$ cat src/rtl/core/q4es_pkg.sv
`timescale 1ns / 1ps

package q4es_pkg;

    localparam logic [63:0] INV_SQRT3_Q32 = 64'd2479700525;

    typedef struct packed {
        logic signed [31:0] x0;
        logic signed [31:0] y0;
        logic signed [31:0] x1;
        logic signed [31:0] y1;
        logic signed [31:0] x2;
        logic signed [31:0] y2;
        logic signed [31:0] x3;
        logic signed [31:0] y3;
        logic signed [31:0] deriv_value;
    } in_t;

    typedef struct packed {
        logic [1:0]         row;
        logic [1:0]         column;
        logic signed [31:0] entry;
        logic               last;
        logic               degenerate;
    } out_t;

endpackage

$ cat src/rtl/core/q4es_front.sv
`timescale 1ns / 1ps

module q4es_front #(
    parameter int DATA_WIDTH = 32
) (
    input  q4es_pkg::in_t            element,
    input  logic                     push,
    output logic                     full,
    input  logic                     q_full,
    output logic                     q_push,
    output logic [9*DATA_WIDTH-1:0]  q_data
);

    localparam int W = DATA_WIDTH;

    function automatic logic [W-1:0] sat_in(input logic signed [31:0] v);
        logic signed [64:0] e;
        logic signed [64:0] mx;
        logic signed [64:0] mn;
        e  = 65'(v);
        mx = (65'sd1 <<< (W - 1)) - 65'sd1;
        mn = -mx - 65'sd1;
        if (e > mx)
        begin
            e = mx;
        end
        else if (e < mn)
        begin
            e = mn;
        end
        return e[W-1:0];
    endfunction

    assign q_push = push && !q_full;
    assign full   = q_full;

    assign q_data[0*W +: W] = sat_in(element.x0);
    assign q_data[1*W +: W] = sat_in(element.y0);
    assign q_data[2*W +: W] = sat_in(element.x1);
    assign q_data[3*W +: W] = sat_in(element.y1);
    assign q_data[4*W +: W] = sat_in(element.x2);
    assign q_data[5*W +: W] = sat_in(element.y2);
    assign q_data[6*W +: W] = sat_in(element.x3);
    assign q_data[7*W +: W] = sat_in(element.y3);
    assign q_data[8*W +: W] = sat_in(element.deriv_value);

endmodule

$ cat config.mk
export PLATFORM = sky130hd
export DESIGN_NAME = q4es_front
export DESIGN_NICKNAME = d
export VERILOG_FILES = /design/src/rtl/core/q4es_pkg.sv /design/src/rtl/core/q4es_front.sv
export SDC_FILE = /design/constraint.sdc
export NUM_CORES = 1
export LEC_CHECK = 0
export ABC_AREA = 1
export BUFFER_PORTS_ARGS = -buffer_cell sky130_fd_sc_hd__buf_2
export CAP_MARGIN = 20
export CORE_AREA = 2 2 225 227
export DETAILED_ROUTE_END_ITERATION = 12
export DIE_AREA = 0 0 227 229
export PLACE_DENSITY_LB_ADDON = 0.1
export SLEW_MARGIN = 20
export SYNTH_ARGS = -nofsm -noshare
export SYNTH_HDL_FRONTEND = slang
export SYNTH_SLANG_ARGS = --single-unit
$ cat constraint.sdc
create_clock -name vclk -period 0.8
set_clock_uncertainty 0.05 [all_clocks]
set_input_delay 0.08 -clock vclk [all_inputs]
set_output_delay 0.08 -clock vclk [all_outputs]
set_load 0.005 [all_outputs]
# After elaboration in Yosys (flattened, before gate mapping)
# Cells that the tools add are included.
# Widths: inputs -> output; s select.
# totals
romBits,0
out_inout_bits,290
inputBits,290
ramBits,0
regBits,0
latch_bits,0
n_memories,0
word_cells,38
# classes
div,0
shifts,0
muxes,18
eq_ne,0
add_sub_neg,0
mul,0
n_reduce_logical,2
bitwise_logic,0
order_cmp,18
# ops
cell,n
$mux 32,18
$gt 32x32->1 const B,9
$lt 32x32->1 const B,9
$logic_and 1x1->1,1
$logic_not 1->1,1

# Depth between registers and ports, before layout
# depth
depth_word,3
ltp_mapped,2

# Least setup slack after synthesis
# OpenSTA, ideal clock, no wires.
# synth_timing
path_type,input-to-output
startpoint,in q_full
endpoint,out full
stages,1
t_arrival_ps,191
required_time_ps,670
path_slack_ps,479
n_path_buf,1
path_cell_list,buf_4
# synth_lines
item,line_no,rtl
from (decl),q4es_front.sv:9,"input logic q_full,"
to (decl),q4es_front.sv:8,"output logic full,"
# No word-level cell between the ends.

# Worst setup path after layout
# layout_timing
startpoint,in q_full
endpoint,out q_push
# layout_between
elab_chain_len,2
# layout_lines
item,line_no,rtl
$logic_not 1->1,q4es_front.sv:34,assign q_push = push && !q_full;
$logic_and 1x1->1,q4es_front.sv:34,
to (decl),q4es_front.sv:10,"output logic q_push,"
# No other way between the ends.

==> summary.txt <==
Timing
  – RSZ-0062 raised after global routing: no
  – Crit share post-route: 65.22%
  – Peak Freq: 1916 MHz
  – Final Slew Violations: 0
  – Worst slew margin: 96.07%
  – Final hold violations: 0
  – Setup Viol. Count Final: 0
  – Worst slew pin tran: 58.98 ps
  – Min Clock Period, post-route: 521.8 ps
  – Setup TNS: 0 ps
  – Setup ws final: 278.2 ps

Die
  – Die area: 51,980 um2
  – Overall die width: 227 um
  – Ports: 580
  – Chip height: 229 um
  – Core area: 49,660 um2
  – Initial Util: 2.212%
  – # rows: 82

Placed design
  – Placer Congestion: 0.4780
  – Post-place setup slack: 275.4 ps
  – Detail Placement HPWL: 9723 um
  – Number of I/O port buffers: 4

Global route
  – First-pass GRT wire length: 11,790 um
  – Via count of the first global-routing pass: 686
  – Largest net degree at the start of global routing: 3
  – Overflow after GRT: 0
  – Gr usage total: 3.771%
  – Initial antenna violation count: 0

CTS
  – CTS resizes: 0
  – Post-CTS Hold Buffers: 0
  – Post-CTS Setup Bufs: 0

Final layout
  – N_diodes: 0
  – Multi-input logic area: 6.256 um2
  – Fillcell total: 6,003
  – FF+latch count: 0
  – Share of layout cells above drive strength 1: 83.33%
  – Clk_buf instances: 0
  – Finished Core Util: 1.754%
  – Seq. cell area: 0 um2
  – # nets final: 298
  – Area Overhead vs Synth: -20.73%

Route
  – Vias post-DR: 532
  – DR vias/cell: 0.7847
  – DRC: 0
  – Initial DRT Pass Iterations: 3
  – DRT Wirelength: 11,120 um
  – Routed Antenna Nets: 0
  – Initial DRC count: 26
  – Routed wire per std cell: 16.40 um

Logic synthesis
  – Syn Nets: 581
  – Avg Inst Size Synth: 3.775 um2
  – Seq/Total Area, Yosys: 0%
  – Netlist cell types: 4
  – YS warnings: 0
  – Post-Syn Area: 1099 um2
  – Mapped Cells: 291

Worst hold path
  – Worst Hold End: q_data[101]
  – Hold Crit Class: primary input to primary output
  – Hold_sp: element[165]
  – Hold path cells: 0

Setup path
  – Arrival time at the worst endpoint: 390 ps
  – Crit path kind: primary input to primary output
  – CP required: 670 ps
  – Critical path fanouts, max: 2
  – CP startpoint kind: primary input
  – Worst Setup End Kind: primary output

Power
  – PD cells: 18.59 nW/um2
  – Worst VDD drop: 9.105 uV
  – Lkg Pwr: 0.02382 nW
  – Overall Power: 0.00001619 W

Outcome
  – Status: complete, no violations

Job
  – Max-cap violations: 0
[synthesized netlist by cell type]
| cell type | instances | area, um2 |
|---|---|---|
| clkbuf_1 | 288 | 1081 |
| buf_4 | 1 | 7.510 |
| inv_1 | 1 | 3.750 |
| nor2_2 | 1 | 6.260 |
[through the flow]
stage | hold slack, ps | cells | instance area [um2]
3_5_place_dp | 110.0 | 678 | 870.8
4_1_cts | 110.0 | 678 | 870.8
6_report | 110.0 | 678 | 870.8
5_1_grt | 110.0 | 678 | 870.8
2_1_floorplan | 132.0 | 291 | 1099
3_3_place_gp | 110.0 | 678 | 870.8
[worst max-delay path by stage]
stage	endpoint	startpoint	slack, ps	depth (start not counted)
2_1_floorplan	full	q_full	480	1
3_3_place_gp	q_push	q_full	270	3
3_5_place_dp	q_push	q_full	280	3
4_1_cts	q_push	q_full	270	3
5_1_grt	q_push	q_full	250	3
6_report	q_push	q_full	280	3
[layout make-up]
cell class                 count  share of cell area, %
timing repair buffer           4                  2.299
multi-input combinational      1                 0.7184
tap                          672                  96.55
inverter                       1                 0.4310
[cell families after synthesis]
logic type / share of synthesized area, %
buffers and inverters: 99.43
AND/OR/NAND/NOR: 0.5698
[power by group]
| group | internal [W] | switching [W] |
|---|---|---|
| clock | 0 | 0 |
| combinational | 0.00000826 | 0.00000793 |
| sequential | 0 | 0 |
[critical path, stage by stage]
cell	delay [ps]
buf_2	110
nor2_2	80
buf_2	110
[layer usage]
metal	global-route usage, %	up-vias	part of all wire [%]
met1	0.7928	89	7.2
met3	5.375	172	35
met5	0	-	0
met2	5.075	258	38
met4	7.067	0	20
li1	-	13	-
[cell usage in the layout (no fill, tap or decap)]
cell and count:
buf_2 4, inv_1 1, nor2_2 1
(Power assumes the default switching activity.)
