$ cat src/rtl/core/q4es_fifo.sv
`timescale 1ns / 1ps

module q4es_fifo #(
    parameter int WIDTH = 8,
    parameter int DEPTH = 2
) (
    input  logic             clk,
    input  logic             rst_n,
    input  logic             wr_en,
    input  logic [WIDTH-1:0] wr_data,
    output logic             full,
    input  logic             rd_en,
    output logic [WIDTH-1:0] rd_data,
    output logic             empty
);

    localparam int AW = (DEPTH > 1) ? $clog2(DEPTH) : 1;

    logic [WIDTH-1:0] mem_reg [DEPTH];
    logic [AW-1:0]    wr_ptr_reg;
    logic [AW-1:0]    rd_ptr_reg;
    logic [AW:0]      count_reg;
    logic             do_wr;
    logic             do_rd;

    assign full    = (count_reg == (AW+1)'(DEPTH));
    assign empty   = (count_reg == '0);
    assign do_wr   = wr_en && !full;
    assign do_rd   = rd_en && !empty;
    assign rd_data = mem_reg[rd_ptr_reg];

    always_ff @(posedge clk or negedge rst_n)
    begin
        if (!rst_n)
        begin
            wr_ptr_reg <= '0;
            rd_ptr_reg <= '0;
            count_reg  <= '0;
        end
        else
        begin
            if (do_wr)
            begin
                wr_ptr_reg <= (wr_ptr_reg == AW'(DEPTH - 1)) ? '0 : wr_ptr_reg + 1'b1;
            end
            if (do_rd)
            begin
                rd_ptr_reg <= (rd_ptr_reg == AW'(DEPTH - 1)) ? '0 : rd_ptr_reg + 1'b1;
            end
            if (do_wr && !do_rd)
            begin
                count_reg <= count_reg + 1'b1;
            end
            else if (do_rd && !do_wr)
            begin
                count_reg <= count_reg - 1'b1;
            end
        end
    end

    always_ff @(posedge clk)
    begin
        if (do_wr)
        begin
            mem_reg[wr_ptr_reg] <= wr_data;
        end
    end

endmodule

$ cat config.mk
export PLATFORM = sky130hd
export DESIGN_NAME = q4es_fifo
export DESIGN_NICKNAME = d
export VERILOG_FILES = /design/src/rtl/core/q4es_fifo.sv
export SDC_FILE = /design/constraint.sdc
export NUM_CORES = 1
export LEC_CHECK = 0
export BUFFER_PORTS_ARGS = -buffer_cell sky130_fd_sc_hd__buf_2
export CAP_MARGIN = 15
export CORE_MARGIN = 4
export CORE_UTILIZATION = 40
export CTS_BUF_LIST = sky130_fd_sc_hd__clkbuf_4
export CTS_CLUSTER_DIAMETER = 150
export DETAILED_ROUTE_END_ITERATION = 10
export PLACE_DENSITY = 0.76
export SLEW_MARGIN = 20
export SYNTH_ARGS = -nofsm -noshare
export SYNTH_HDL_FRONTEND = slang
export SYNTH_SLANG_ARGS = --single-unit
$ cat constraint.sdc
create_clock -name clk -period 1.95 [get_ports clk]
set_input_delay 0.195 -clock clk [delete_from_list [all_inputs] [get_ports clk]]
set_output_delay 0.195 -clock clk [all_outputs]
set_load 0.01 [all_outputs]
After elaboration in Yosys (flattened, before gate mapping)
Memory sizes are Yosys's and may differ from the RTL's.
Cells that the tools add are included.
{"block": "word_totals", "register_bits": 4, "ramBits": 16, "inputBits": 12, "output_inout_bits": 10, "wordCells": 25, "memories": 1}
{"name": "mem_reg", "words": 2, "width": 8, "read_ports": 1, "rd_ports_with_merged_regs": 0, "write_ports": 1, "line": "19", "rtl": "logic [WIDTH-1:0] mem_reg [DEPTH];"}
{"block": "op_classes", "addsub": 4, "eq_ne": 1, "muxes": 6, "n_reduce_logical": 10}
{"op": "$logic_and 1x1->1", "count": 4}
{"op": "$logic_not 1->1", "count": 4}
{"op": "$mux 1", "count": 4}
{"op": "$mux 2", "count": 2}
{"op": "$add 1x1->1 const B", "count": 2}
{"op": "$add 2x1->2 const B", "count": 1}
{"op": "$eq 2x2->1 const B", "count": 1}
{"op": "$logic_not 2->1", "count": 1}
{"op": "$reduce_bool 2->1", "count": 1}
{"op": "$sub 2x1->2 const B", "count": 1}

Depth between registers and ports, before layout
{"block": "logic_depth", "word_depth": 7, "mapped_depth": 7, "mapped_depth_nobuf": 7}

Least setup slack after synthesis
OpenSTA, ideal clock, no wires.
{"block": "synth_timing", "path_kind": "flip-flop to flip-flop", "from": "register count_reg[0]", "to": "memory mem_reg[0][0] (enable)", "setup_time_ns": 0.370, "t_arrival_ns": 1.022, "t_required_ns": 1.580, "path_slack_ns": 0.558, "path_stages_with_launch": 4, "n_path_buf": 0, "synth_period_minus_slack_ns": 1.392, "path_cell_list": "dfrtp_1 -> nand2b_1 -> nand2_2 -> nor2_1"}
{"block": "synth_between", "elab_chain_len": 5}
{"item": "from (decl)", "line": "22", "rtl": "logic [AW:0] count_reg;"}
{"item": "from (signal assigned)", "line": "52", "rtl": "count_reg <= count_reg + 1'b1;"}
{"item": "from (signal assigned)", "line": "56", "rtl": "count_reg <= count_reg - 1'b1;"}
{"item": "$eq 2x2->1", "line": "26", "rtl": "assign full = (count_reg == (AW+1)'(DEPTH));"}
{"item": "$logic_not 1->1", "line": "28", "rtl": "assign do_wr = wr_en && !full;"}
{"item": "$logic_and 1x1->1", "line": "28"}
{"item": "$mux 1", "line": "63", "rtl": "if (do_wr)"}
{"item": "$mux 1 (implied by the code)", "line": "65", "rtl": "mem_reg[wr_ptr_reg] <= wr_data;"}
{"item": "to (decl)", "line": "19"}
No other way between the ends.

Worst setup path in the final report
{"block": "layout_timing", "from": "register rd_ptr_reg", "to": "output rd_data[7]"}
{"block": "layout_between", "elab_chain_len": 1}
{"item": "from (decl)", "line": "21", "rtl": "logic [AW-1:0] rd_ptr_reg;"}
{"item": "from (signal assigned)", "line": "48", "rtl": "rd_ptr_reg <= (rd_ptr_reg == AW'(DEPTH - 1)) ? '0 : rd_ptr_reg + 1'b1;"}
{"item": "$mem_v2 2x8"}
{"item": "to (decl)", "line": "13", "rtl": "output logic [WIDTH-1:0] rd_data,"}
No other way between the ends.

==> run_results.csv <==
group,metric,value,unit
setup_path,worstSetupEndpointType,"output pin",
placed_design,dpl_worst_slack,0.470,ns
detailed_routing,initialDrtViolationCount,4,
synth,yosysTopAreaCellShare,0.614,
sta,min_period,1.59,ns
sta,finalCritPeriodShare,0.818,
setup_path,endpoint,"rd_data[7]",
die,rows,15,
setup_path,worst_setup_path_start_kind,"flip-flop",
sta,setup_violations,0,
die,die-area,0.00273,mm2
setup_path,reg2reg_slack,0.44,ns
sta,slew_violations,0,
synth,synth_area,782,um2
power_and_ir_drop,total_power,1.32,mW
cts,insertion_delay,0.29,ns
die,initial_core_util,0.439,
setup_path,crit_type,"flip-flop to output pin",
cts,cts.sinks,20,
synth,syn_area_per_cell,17.8,um2
sta,worst-slew-pin-transition,0.405,ns
cts,ctsLongestPathBuffers,2,
power_and_ir_drop,ir_worst_vdd,0.766,mV
placed_design,hpwl,961,um
sta,worst_slack,0.355,ns
detailed_routing,wl_per_cell,13.4,um
synth,synthCells,44,
sta,fmax,0.627,GHz
cts,cts.clk_slew.worst_paths,0.10,ns
die,core,0.00178,mm2
power_and_ir_drop,power.density,1380,mW/mm2
detailed_routing,num_vias,443,
die,die_h,52.2,um
die,io_pins,22,
cells_and_area,final_cells,94,
global_route,antenna_found_initial,0,
global_route,grt_pass1_wl,1.97,mm
cells_and_area,largest_reg_flops,16,
detailed_routing,via_per_inst,4.71,
global_route,grt_usage,0.102,
sta,finClkSkew,0.00629,ns
setup_path,worst-path-max-fanout,9,
setup_path,rr_startpoint,"count_reg[0]",
cts,ctsResizeCount,0,
detailed_routing,drt-total-wl,1.26,mm
cts,cts_tree,"done",
synth,synth_seq_cells,20,
sta,max-slew-margin-rel,0.730,
cts,htree_levels,1,
cells_and_area,fillCellCount,170,
detailed_routing,drtPass1Iterations,4,
job,maxCapViolations,0,
placed_design,place_inst,90,
placed_design,dpl_cell_area,921,um2
global_route,grt_max_degree,11,
detailed_routing,ant_nets,0,
placed_design,io_buffers,21,
synth,yosys.cell_types.count,15,
global_route,grt_pass1_vias,477,
cts,cts_buffers,3,
power_and_ir_drop,p_leak,0.397,nW
cts,cts_setup_buffers,0,
hold_path,worstHoldPathType,"primary input to flip-flop",
synth,ys_warn_count,0,
synth,synth.area.top_cells,"edfxtp_1 (61%), dfrtp_1 (13%), mux2_1 (8.6%), mux2_2 (2.9%), xnor2_1 (2.2%)",
cts,root_buffer,"clkbuf_4",
cells_and_area,drive_gt1_frac,0.420,
global_route,gr-total-overflow,0,
die,die_w,52.2,um
setup_path,setup.worst_path.start,"rd_ptr_reg",
sta,tns,0,ns
sta,hold_viol_final,0,
setup_path,worstReg2RegEnd,"count_reg[1]",
cells_and_area,final_core_util,0.535,
cells_and_area,area_growth,21.9,%
placed_design,gp_congestion,0.668,
synth,ys_seq_area_frac,0.742,
synth,synth_nets,57,
hold_path,worstHoldStart,"wr_data[3]",
setup_path,rr_worst_depth,7,
detailed_routing,drc_errors,0,
cells_and_area,design_area,953,um2
sta,holdWs,0.0928,ns
status,outcome,"finished clean",
setup_path,critical_path_arrival,1.40,ns
synth,synth_top_area_cell,"edfxtp_1",
cells_and_area,antenna_cells,0,
sta,rsz0062_at_grt,"no",
setup_path,cp.required,1.75,ns
cells_and_area,fin_nets,84,
[cell type report]
type | count | area, um2 | area share
flip-flops and latches | 20 | 581 | 0.609
inverters | 2 | 7.51 | 0.00787
multi-input cells | 21 | 189 | 0.198
repair buffers | 23 | 123 | 0.129
clock buffers | 3 | 22.5 | 0.0236
well taps | 25 | 31.3 | 0.0328
[critical path, stage by stage (launching register included)]
cell and delay (ns):
dfrtp_1 0.60, mux2_2 0.38, buf_2 0.14
[cells in the mapped netlist, drive strengths merged]
library cell / number
edfxtp: 16
mux2: 8
dfrtp: 4
nor2: 3
xnor2: 3
inv: 2
xor2: 2
and3: 1
buf: 1
ha: 1
nand2: 1
nand2b: 1
o21ai: 1
[repair_timing]
action | CTS | global route
hold buffers | 1 | 0
setup endpoints to repair | 0 | 0
endpoints found under the hold margin | 4 | 0
[cell usage in the layout, fill, tap and decap left out]
master,Yosys,final
and3_1,1,1
inv_1,2,2
o21ai_1,1,1
mux2_1,6,6
dfrtp_1,4,4
nand2b_1,1,1
clkbuf_4,0,3
xnor2_1,2,2
xnor2_2,1,1
xor2_1,2,2
mux2_2,2,2
dlygate4sd3_1,0,1
buf_2,1,21
nand2_2,1,1
edfxtp_1,16,16
nor2_1,3,3
ha_1,1,1
buf_4,0,1
[worst min-delay path by stage]
stage | endpoint | slack (ns) | depth (start not counted)
2_1_floorplan | count_reg[0] | -0.10 | 0
3_3_place_gp | count_reg[0] | 0.008 | 1
3_5_place_dp | count_reg[1] | 0.008 | 1
4_1_cts | mem_reg[1][3] | 0.08 | 1
5_1_grt | mem_reg[0][7] | 0.07 | 1
6_report | mem_reg[1][3] | 0.09 | 1
[logic make-up (layout without fill, tap and decap cells)]
group,after synthesis,count (layout),share of synthesized area
and+or+nand+nor,6,6,0.0384
muxes,8,8,0.115
DFF,20,20,0.742
adders and majority gates,1,1,0.0160
buffers and inverters,3,28,0.0160
AOI/OAI and AO/OA,1,1,0.00639
xor gates and xnor gates,5,5,0.0656
[power by group]
part	internal, mW	switching (mW)
Sequential	0.596	0.0974
Clock	0.0717	0.107
Combinational	0.229	0.218
Total	0.897	0.423
[routing by layer]
layer / up-vias / track usage / share of wire
li1: 208 / - / -
met1: 213 / 0.115 / 0.36
met2: 20 / 0.172 / 0.53
met3: 2 / 0.0313 / 0.097
met4: 0 / 0.0511 / 0.0095
met5: - / 0 / 0
No activity file was read; power rests on OpenSTA's default activity.
